### src/design/bchg_pkg.sv
// Shared types and constants of the BCH generator polynomial block
package bchg_pkg;
  localparam int GF_W = 6;
  localparam int POLY_W = 64;
  localparam logic [1:0] REG_FIELD_DEGREE = 2'd0;
  localparam logic [1:0] REG_PRIM_POLY = 2'd1;
  typedef logic [GF_W-1:0] gf_t;

  typedef enum logic [7:0] {
    ST_IDLE  = 8'b00000001,
    ST_POW   = 8'b00000010,
    ST_ROOT  = 8'b00000100,
    ST_SCAN  = 8'b00001000,
    ST_MULT  = 8'b00010000,
    ST_PACK  = 8'b00100000,
    ST_DONE  = 8'b01000000,
    ST_FLAG  = 8'b10000000
  } state_t;

  typedef struct packed {
    logic start;
    gf_t  a;
    gf_t  b;
  } mul_req_t;

  typedef struct packed {
    logic done;
    gf_t  p;
  } mul_rsp_t;
endpackage

### src/design/bchg_gf_mul.sv
// Bit-serial GF(2^m) multiplier, one bit of the multiplier per cycle
module bchg_gf_mul (
  input  logic                clk,
  input  logic                rst,
  input  logic [2:0]          m,
  input  bchg_pkg::gf_t       tail,
  input  bchg_pkg::mul_req_t  req,
  output bchg_pkg::mul_rsp_t  rsp
);
  bchg_pkg::gf_t a;
  bchg_pkg::gf_t b;
  bchg_pkg::gf_t acc;
  logic [2:0] cnt;
  logic busy;
  logic [bchg_pkg::GF_W:0] a_sh;
  bchg_pkg::gf_t a_next;
  bchg_pkg::gf_t mask;

  always_comb begin
    mask = bchg_pkg::gf_t'((7'd1 << m) - 7'd1);
    a_sh = {a, 1'b0};
    if (a_sh[m])
      a_next = (a_sh[bchg_pkg::GF_W-1:0] & mask) ^ tail;
    else
      a_next = a_sh[bchg_pkg::GF_W-1:0] & mask;
  end

  always_ff @(posedge clk) begin
    if (rst) begin
      busy <= 1'b0;
      rsp.done <= 1'b0;
    end else begin
      rsp.done <= 1'b0;
      if (req.start) begin
        busy <= 1'b1;
        a <= req.a;
        b <= req.b;
        acc <= '0;
        cnt <= '0;
      end else if (busy) begin
        if (b[0])
          acc <= acc ^ a;
        a <= a_next;
        b <= b >> 1;
        cnt <= cnt + 3'd1;
        if (cnt == m - 3'd1) begin
          busy <= 1'b0;
          rsp.done <= 1'b1;
          rsp.p <= (b[0] ? acc ^ a : acc) & mask;
        end
      end
    end
  end
endmodule

### src/design/bchg_core.sv
// Sequencer: power table, coset marking and serial root products
module bchg_core (
  input  logic         clk,
  input  logic         rst,
  input  logic         start,
  input  logic [5:0]   distance,
  input  logic [2:0]   m,
  input  logic [6:0]   prim_poly,
  output logic         busy,
  output logic         done,
  output logic [63:0]  gen_poly,
  output logic [5:0]   gen_degree,
  output logic [5:0]   code_dimension,
  output logic         not_primitive
);
  bchg_pkg::state_t state;
  bchg_pkg::gf_t pw [0:63];
  logic [63:0] roots;
  bchg_pkg::gf_t cf [0:bchg_pkg::POLY_W-1];
  bchg_pkg::gf_t n1;
  bchg_pkg::gf_t tail;
  bchg_pkg::gf_t t;
  bchg_pkg::gf_t i;
  bchg_pkg::gf_t i_dec;
  bchg_pkg::gf_t j;
  bchg_pkg::gf_t e;
  bchg_pkg::gf_t d;
  bchg_pkg::gf_t deg;
  bchg_pkg::gf_t root;
  bchg_pkg::gf_t rd_hi;
  bchg_pkg::gf_t rd_lo;
  logic prim;
  logic [1:0] ph;
  logic [63:0] g;
  bchg_pkg::mul_req_t req;
  bchg_pkg::mul_rsp_t rsp;
  bchg_pkg::gf_t e2;
  bchg_pkg::gf_t t_next;
  logic [bchg_pkg::GF_W:0] t_sh;

  always_comb begin
    t_sh = {t, 1'b0};
    if (t_sh[m])
      t_next = (t_sh[bchg_pkg::GF_W-1:0] & n1) ^ tail;
    else
      t_next = t_sh[bchg_pkg::GF_W-1:0] & n1;
    e2 = ({e, 1'b0} >= {1'b0, n1}) ? bchg_pkg::gf_t'({e, 1'b0} - {1'b0, n1})
                                   : bchg_pkg::gf_t'({e, 1'b0});
  end

  bchg_gf_mul u_mul (
    .clk  (clk),
    .rst  (rst),
    .m    (m),
    .tail (tail),
    .req  (req),
    .rsp  (rsp)
  );

  assign busy = (state != bchg_pkg::ST_IDLE);
  assign i_dec = i - 6'd1;

  always_ff @(posedge clk) begin
    rd_hi <= cf[i];
    rd_lo <= cf[i_dec];
  end

  always_ff @(posedge clk) begin
    if (rst) begin
      state <= bchg_pkg::ST_IDLE;
      done <= 1'b0;
      req.start <= 1'b0;
      ph <= 2'd0;
    end else begin
      done <= 1'b0;
      req.start <= 1'b0;
      case (state)
        bchg_pkg::ST_IDLE: begin
          if (start) begin
            n1 <= bchg_pkg::gf_t'((7'd1 << m) - 7'd1);
            tail <= prim_poly[5:0] & bchg_pkg::gf_t'((7'd1 << m) - 7'd1);
            d <= distance;
            t <= 6'd1;
            i <= '0;
            prim <= 1'b1;
            state <= bchg_pkg::ST_POW;
          end
        end
        bchg_pkg::ST_POW: begin
          pw[i] <= t;
          t <= t_next;
          i <= i + 6'd1;
          if (t_next == 6'd1 && i + 6'd1 < n1)
            prim <= 1'b0;
          if (i + 6'd1 == n1) begin
            if (t_next != 6'd1 || !prim || (t_next == 6'd1 && i + 6'd1 < n1))
              state <= bchg_pkg::ST_FLAG;
            else begin
              if (d > n1)
                d <= n1;
              roots <= '0;
              j <= 6'd1;
              e <= 6'd1;
              state <= bchg_pkg::ST_ROOT;
            end
          end
        end
        bchg_pkg::ST_ROOT: begin
          if (j >= d) begin
            cf[0] <= 6'd1;
            deg <= '0;
            e <= 6'd1;
            state <= bchg_pkg::ST_SCAN;
          end else begin
            roots[e] <= 1'b1;
            if (e2 == j) begin
              j <= j + 6'd1;
              e <= j + 6'd1;
            end else
              e <= e2;
          end
        end
        bchg_pkg::ST_SCAN: begin
          if (e >= n1) begin
            g <= '0;
            i <= '0;
            ph <= 2'd0;
            state <= bchg_pkg::ST_PACK;
          end else if (roots[e]) begin
            root <= pw[e];
            i <= deg + 6'd1;
            ph <= 2'd0;
            state <= bchg_pkg::ST_MULT;
          end else
            e <= e + 6'd1;
        end
        bchg_pkg::ST_MULT: begin
          if (ph == 2'd0) begin
            ph <= 2'd1;
          end else if (ph == 2'd1) begin
            req.start <= 1'b1;
            req.a <= (i == deg + 6'd1) ? '0 : rd_hi;
            req.b <= root;
            ph <= 2'd2;
          end else if (rsp.done) begin
            ph <= 2'd0;
            if (i == '0) begin
              cf[0] <= rsp.p;
              deg <= deg + 6'd1;
              e <= e + 6'd1;
              state <= bchg_pkg::ST_SCAN;
            end else begin
              cf[i] <= rsp.p ^ rd_lo;
              i <= i - 6'd1;
            end
          end
        end
        bchg_pkg::ST_PACK: begin
          if (ph == 2'd0) begin
            ph <= 2'd1;
          end else begin
            g[i] <= (rd_hi != '0);
            ph <= 2'd0;
            if (i == deg) begin
              state <= bchg_pkg::ST_DONE;
            end else
              i <= i + 6'd1;
          end
        end
        bchg_pkg::ST_DONE: begin
          gen_poly <= g;
          gen_degree <= deg;
          code_dimension <= n1 - deg;
          not_primitive <= 1'b0;
          done <= 1'b1;
          state <= bchg_pkg::ST_IDLE;
        end
        bchg_pkg::ST_FLAG: begin
          gen_poly <= 64'd1;
          gen_degree <= '0;
          code_dimension <= n1;
          not_primitive <= 1'b1;
          done <= 1'b1;
          state <= bchg_pkg::ST_IDLE;
        end
        default: state <= bchg_pkg::ST_IDLE;
      endcase
    end
  end
endmodule

### src/design/bch_generator_polynomial_top.sv
// Top level of the BCH generator polynomial block
// Steps: 2^m-1 power steps, coset marking, then coefficient updates in the
// bit-serial GF multiplier; the work is largest for m = 6 and distance 63,
// set by the quadratic number of updates.
// One item at a time; busy high from the transfer until done.
// Result strobe lasts one cycle and cannot be stalled.
// Synchronous reset restores field_degree 6 and prim_poly 67.
module bch_generator_polynomial_top #(
  parameter int MAX_FIELD_DEGREE = 6
) (
  input  logic        clk,
  input  logic        rst,
  input  logic        start,
  output logic        busy,
  input  logic [5:0]  designed_distance,
  input  logic        cfg_valid,
  output logic        cfg_ready,
  input  logic [1:0]  cfg_index,
  input  logic [6:0]  cfg_data,
  output logic        done,
  output logic [63:0] gen_poly,
  output logic [5:0]  gen_degree,
  output logic [5:0]  code_dimension,
  output logic        not_primitive
);
  logic [2:0] field_degree;
  logic [6:0] prim_poly;
  logic [2:0] m_eff;

  assign cfg_ready = 1'b1;

  always_ff @(posedge clk) begin
    if (rst) begin
      field_degree <= 3'd6;
      prim_poly <= 7'd67;
    end else if (cfg_valid) begin
      case (cfg_index)
        bchg_pkg::REG_FIELD_DEGREE: field_degree <= cfg_data[2:0];
        bchg_pkg::REG_PRIM_POLY: prim_poly <= cfg_data;
        default: ;
      endcase
    end
  end

  always_comb begin
    if (field_degree < 3'd2)
      m_eff = 3'd2;
    else if (field_degree > 3'(MAX_FIELD_DEGREE))
      m_eff = 3'(MAX_FIELD_DEGREE);
    else
      m_eff = field_degree;
  end

  bchg_core u_core (
    .clk            (clk),
    .rst            (rst),
    .start          (start),
    .distance       (designed_distance),
    .m              (m_eff),
    .prim_poly      (prim_poly),
    .busy           (busy),
    .done           (done),
    .gen_poly       (gen_poly),
    .gen_degree     (gen_degree),
    .code_dimension (code_dimension),
    .not_primitive  (not_primitive)
  );
endmodule

### config.mk
export PLATFORM = sky130hd
export DESIGN_NAME = bch_generator_polynomial_top
export DESIGN_NICKNAME = d
export VERILOG_FILES = /design/src/design/bchg_pkg.sv /design/src/design/bchg_gf_mul.sv /design/src/design/bchg_core.sv /design/src/design/bch_generator_polynomial_top.sv
export SDC_FILE = /design/constraint.sdc
export NUM_CORES = 2
export LEC_CHECK = 0
export BUFFER_PORTS_ARGS = -buffer_cell sky130_fd_sc_hd__buf_4
export CAP_MARGIN = 20
export CORE_MARGIN = 3
export CORE_UTILIZATION = 35
export DETAILED_ROUTE_END_ITERATION = 6
export HOLD_SLACK_MARGIN = 0.02
export PLACE_DENSITY = 0.51
export SYNTH_ARGS = -nofsm -noshare
export SYNTH_HDL_FRONTEND = slang
export SYNTH_HIERARCHICAL = 1
export SYNTH_SLANG_ARGS = --single-unit
### constraint.sdc
create_clock -name clk -period 7.2 [get_ports clk]
set_clock_uncertainty 0.05 [all_clocks]
set_input_delay 0.36 -clock clk [delete_from_list [all_inputs] [get_ports clk]]
set_output_delay 0.36 -clock clk [all_outputs]
set_load 0.02 [all_outputs]
; ---- After elaboration in Yosys (flattened, before gate mapping)
; Memory sizes are Yosys's and may differ from the RTL's. A register that Yosys moved wholly into a read port is not among the register bits.
; Index checks and enable logic that the tools add are counted.
; Widths: inputs -> output; s select.
[totals]
mem_bits_rw = 768
rom_bits = 0
word_cells = 278
inputBits = 19
latch_bits = 0
n_memories = 2
output_inout_bits = 80
ff_bits = 316
[op_classes]
shift = 1
eq_ne = 39
div_mod_pow = 0
magnitude_cmp = 12
bitwise = 16
addsub = 10
mul = 0
n_reduce_logical = 42
mux = 126
[memory_table]
columns = name, words, width, rd, rd_clocked_by_memory_dff, wr, line_no
row1 = u_core.cf, 64, 6, 2, 2, 1, bchg_core.sv:19  ; bchg_pkg::gf_t cf [0:bchg_pkg::POLY_W-1];
row2 = u_core.pw, 64, 6, 1, 1, 1, bchg_core.sv:17  ; bchg_pkg::gf_t pw [0:63];
[op_table]
columns = cell, n
row1 = $pmux 64 s2, 3
row2 = $mux 64, 5
row3 = $mux 6, 44
row4 = $mux 8, 12
row5 = $pmux 6 s2, 6
row6 = $bwmux 64, 1
row7 = $or 64x64->64, 1
row8 = $pmux 8 s6, 1
row9 = $mux 1, 34
row10 = $pmux 6 s5, 1
row11 = $reduce_and 10->1, 3
row12 = $add 6x1->6 const B, 4
row13 = $and 6x6->6, 4
row14 = $eq 6x6->1, 4
row15 = $pmux 6 s4, 1
row16 = $xor 6x6->6, 4
row17 = $ne 2x2->1 const B, 11
row18 = $reduce_and 4->1, 5
row19 = $ne 2x1->1 const B, 8
row20 = $lt 6x7->1 const B, 2
row21 = $mux 13, 1
row22 = $demux 1 s6, 2
row23 = $ge 6x1->1 const B, 2
row24 = $ge 6x6->1, 2
row25 = other kinds (53), 85

; ---- Logic depth before layout (Yosys ltp)
[depth]
ltp_word = 12
ltp_mapped = 17
depth_no_buf = 12

; ---- Modules after synthesis
; The synthesis kept the hierarchy.
[modules_own_cells]
columns = mod, area_per_inst_um2, cells_each, n_inst
row1 = bchg_core, 45707.6, 3084, 1
row2 = bchg_gf_mul, 1579.0, 137, 1
row3 = bch_generator_polynomial_top, 470.5, 50, 1

; ---- Worst setup path after synthesis
; No wires, ideal clock.
[synth_timing]
path_type = reg2reg
startpoint = register u_core.state[4]
endpoint = register u_core.code_dimension[0], enable pin
synth_period_minus_slack_ns = 6.921
setup_time_ns = 0.607
t_arrival_ns = 6.264
stages_incl_launch_ff = 4
slack_ns = 0.279
path_cell_list = dfxtp_1 -> nor4_1 -> nand2_1 -> nor3_1
[synth_between]
elab_chain_cells = 3
[synth_rtl]
columns = element, line_no
row1 = "start, declared", bchg_core.sv:16  ; bchg_pkg::state_t state;
row2 = "start signal, assigned", bchg_core.sv:70  ; state <= bchg_pkg::ST_IDLE;
row3 = "start signal, assigned", bchg_core.sv:86  ; state <= bchg_pkg::ST_POW;
row4 = "start signal, assigned", bchg_core.sv:97  ; state <= bchg_pkg::ST_FLAG;
row5 = $eq 8x7->1 or $eq 8x8->1 (tied branches), bchg_core.sv:77  ; case (state)
row6 = $reduce_bool 2->1 (no source line) (*), --
row7 = $reduce_and 2->1 (no source line) (*), --
row8 = "end signal, assigned", bchg_core.sv:173  ; code_dimension <= n1 - deg;
row9 = "end signal, assigned", bchg_core.sv:181  ; code_dimension <= n1;
row10 = "end, declared", bchg_core.sv:13  ; output logic [5:0] code_dimension,
; Every way passes the cells marked *; elsewhere a longest branch is shown, timed or not.
; A chain may end at the register's enable or synchronous reset.

; ---- Worst setup path in the final report
[layout_timing]
startpoint = register u_core.i[0]
endpoint = register u_core.rd_lo[3], read port of u_core.cf
[layout_between]
elab_chain_cells = 1
[layout_rtl]
columns = element, line_no
row1 = "start, declared", bchg_core.sv:23  ; bchg_pkg::gf_t i;
row2 = "start signal, assigned", bchg_core.sv:92  ; i <= i + 6'd1;
row3 = "start signal, assigned", bchg_core.sv:131  ; i <= deg + 6'd1;
row4 = "start signal, assigned", bchg_core.sv:154  ; i <= i - 6'd1;
row5 = $sub 6x1->6, bchg_core.sv:61  ; assign i_dec = i - 6'd1;
row6 = "end, declared", bchg_core.sv:31  ; bchg_pkg::gf_t rd_lo;
; Every way passes these cells.

==> out/qor.csv <==
stage,metric,value,unit
status,result_of_the_run,finished clean,
synthesis,post_synth.cell_area_avg,14.6,µm²
min_path,hold_path_depth,3,
power_and_ir_drop,ir_worst_vdd,0.207,mV
place,detailed_place.area,0.0506,mm²
sta,finalHoldViolCount,0,
floorplanning,fp.coreArea,0.134,mm²
critical_path,worst_setup_path_end_kind,register,
critical_path,worst_setup_path_startpoint,u_core/i[0]$_DFFE_PP_,
power_and_ir_drop,p_leak,17.8,nW
min_path,hold_start,cfg_index[1],
layout,area.sequential,0.0327,mm²
critical_path,critical_path.n_buffers_inverters,3,
routing,wirelength_routed,150,mm
run,maxCapViolations,0,
critical_path,critical-path-max-stage-delay,870,ps
critical_path,slowest_stage,buf_4,
clock_network,cts_buffers,119,
sta,slew-limit-headroom,0.274,
sta,final.period_utilization,0.607,
floorplanning,dieWidth,375,µm
critical_path,rrSetupSlack,2830,ps
clock_network,h_tree_depth_reported_by_cts,3,
global_routing,grt_first_pass_wirelength,216,mm
global_routing,antenna_violations_before_repair,4,
critical_path,crit_path_start_kind,register,
synthesis,synth.net_count,3337,
synthesis,post_synth_inst_count,3267,
critical_path,critical_path_class,register to register,
place,gpl.final_weighted_congestion,0.843,
clock_network,clock_sinks,1102,
sta,report.final.slew_viol_count,0,
synthesis,synth.cell_area,0.0477,mm²
sta,timing.final.setup_violations,0,
layout,utilization,0.408,
layout,num-fill-cells,12300,
layout,final_layout_size_suffix_gt1_frac,0.165,
layout,layout_common_cells,"edfxtp_1, nor2_1, a22oi_1",
sta,setup_repair_after_global_routing_missed_its_margin,false,
clock_network,setup_buffers_after_cts,0,
clock_network,ctsLongestPathBuffers,3,
critical_path,worstPathRequired,7750,ps
global_routing,first_global_vias,29600,
min_path,whs_endpoint,prim_poly[3]$_SDFFE_PP0P_,
global_routing,grt_overflow_total,0,
clock_network,cts_repair_resize_count,0,
sta,maxClockFrequency,229,MHz
routing,iter_0_drt_violations,3949,
floorplanning,number_of_top_level_design_ports,99,
global_routing,largest_net_degree_at_the_start_of_global_routing,76,
floorplanning,floorplan.initialDensity,0.355,
power_and_ir_drop,power.density_cell_area,298,mW/mm²
clock_network,clk_root_buffer_cell,clkbuf_16,
place,detailed_place_hpwl,95.6,mm
layout,final_common_cell,edfxtp_1,
critical_path,crit_path_frequent_cell,mux4_2,
routing,wl_per_cell,28.6,µm
layout,final_area,0.0548,mm²
critical_path,worstPathMaxFanout,48,
floorplanning,num_rows,134,
place,port-buffer-count,96,
routing,detail-route-antenna-nets,0,
critical_path,cpLargestDelayFamily,buffers and inverters,
clock_network,cts_tree,built,
routing,post-route-drc-count,0,
critical_path,data_arrival_at_the_endpoint_of_the_critical_path,4930,ps
global_routing,grtUsageTotal,0.209,
sta,max_slew.worst_pin.slew,1080,ps
layout,area_used_by_multi_input_combinational_logic,0.0141,mm²
layout,layout.nets,3424,
floorplanning,dieHeight,375,µm
routing,vias,30400,
clock_network,clock_network_latency_to_the_later_pin_of_the_worst_skew_pair,760,ps
sta,period_needed,4370,ps
layout,layout-area-overhead-vs-synth,14.9,%
critical_path,reg2reg_to,u_core/rd_lo[3]$_DFF_P_,
floorplanning,fp.dieArea,0.141,mm²
critical_path,cp_cell_sequence,buf_16 > buf_4 > buf_4 > mux4_2 > mux4_2 > mux4_2,
clock_network,cts_hold_buffers,16,
synthesis,synth_warnings,6,
sta,finalSetupTns,0,ps
routing,vias_per_cell,5.82,
routing,dr.pass1.iters,6,
min_path,worstHoldPathType,input pin to register,
clock_network,path_clk_slew,60,ps
critical_path,r2r.worst_path.cells,6,
critical_path,critical_path.reg2reg.startpoint,u_core/i[0]$_DFFE_PP_,
## state kept, by name, summed over array words and instances (netlist names), 7 cells and up
name and cells:
u_core/state 8, u_core/roots 64, u_core/gen_poly 64, u_core/req 13, u_core/cf 384, u_core/pw 384, u_core/g 64, u_core/u_mul/rsp 7
## metrics by stage
step                      hold WS (ps)  power [W]  cells  setup WS (ps)
final                              197     0.0163   5226           2830
after floorplan                    350    0.00916   3267            279
after detailed placement           356     0.0102   4980           2320
after global routing               200     0.0169   5224           2480
after CTS                          153     0.0164   5219           2300
after global placement             351     0.0102   4979           2300
## power breakdown
part | switching (W) | internal [W]
Combinational | 0.00178 | 0.00104
Sequential | 0.0000887 | 0.00718
Clock | 0.00258 | 0.00368
Total | 0.00445 | 0.0119
## how the worst max path moves through the flow
| stage | to | slack (ps) | cells after the start |
|---|---|---|---|
| global route | u_core/roots[37]$_SDFFCE_PN0P_ | 2480 | 14 |
| floorplan | u_core/code_dimension[0]$_DFFE_PP_ | 280 | 3 |
| global placement | u_core/rd_lo[0]$_DFF_P_ | 2300 | 6 |
| detailed placement | u_core/rd_lo[0]$_DFF_P_ | 2320 | 6 |
| finish | u_core/rd_lo[3]$_DFF_P_ | 2830 | 6 |
| CTS | u_core/rd_lo[3]$_DFF_P_ | 2300 | 6 |
## tightest hold or removal path, delay by kind of cell
family        cells  cell delay [ps]
simple gates      1              310
mux               1              170
buf+inv           1               90
## layout make-up
| type | count | share of cell area |
|---|---|---|
| clock inverters | 76 | 0.0148 |
| diodes | 2 | 0.0000913 |
| well taps | 1768 | 0.0404 |
| multi-input cells | 1895 | 0.258 |
| flip-flops and latches | 1102 | 0.597 |
| clock buffers | 147 | 0.0583 |
| repair buffers | 200 | 0.0288 |
| inverters | 36 | 0.00246 |
## routing by layer
layer	global-route usage	up-vias	routed length [µm]
li1	-	13100	-
met1	0.292	15600	62900
met2	0.329	1433	69800
met3	0.0378	273	11700
met4	0.0691	4	5210
met5	0	-	21
Note: power is estimated with default switching activity, not from simulation.
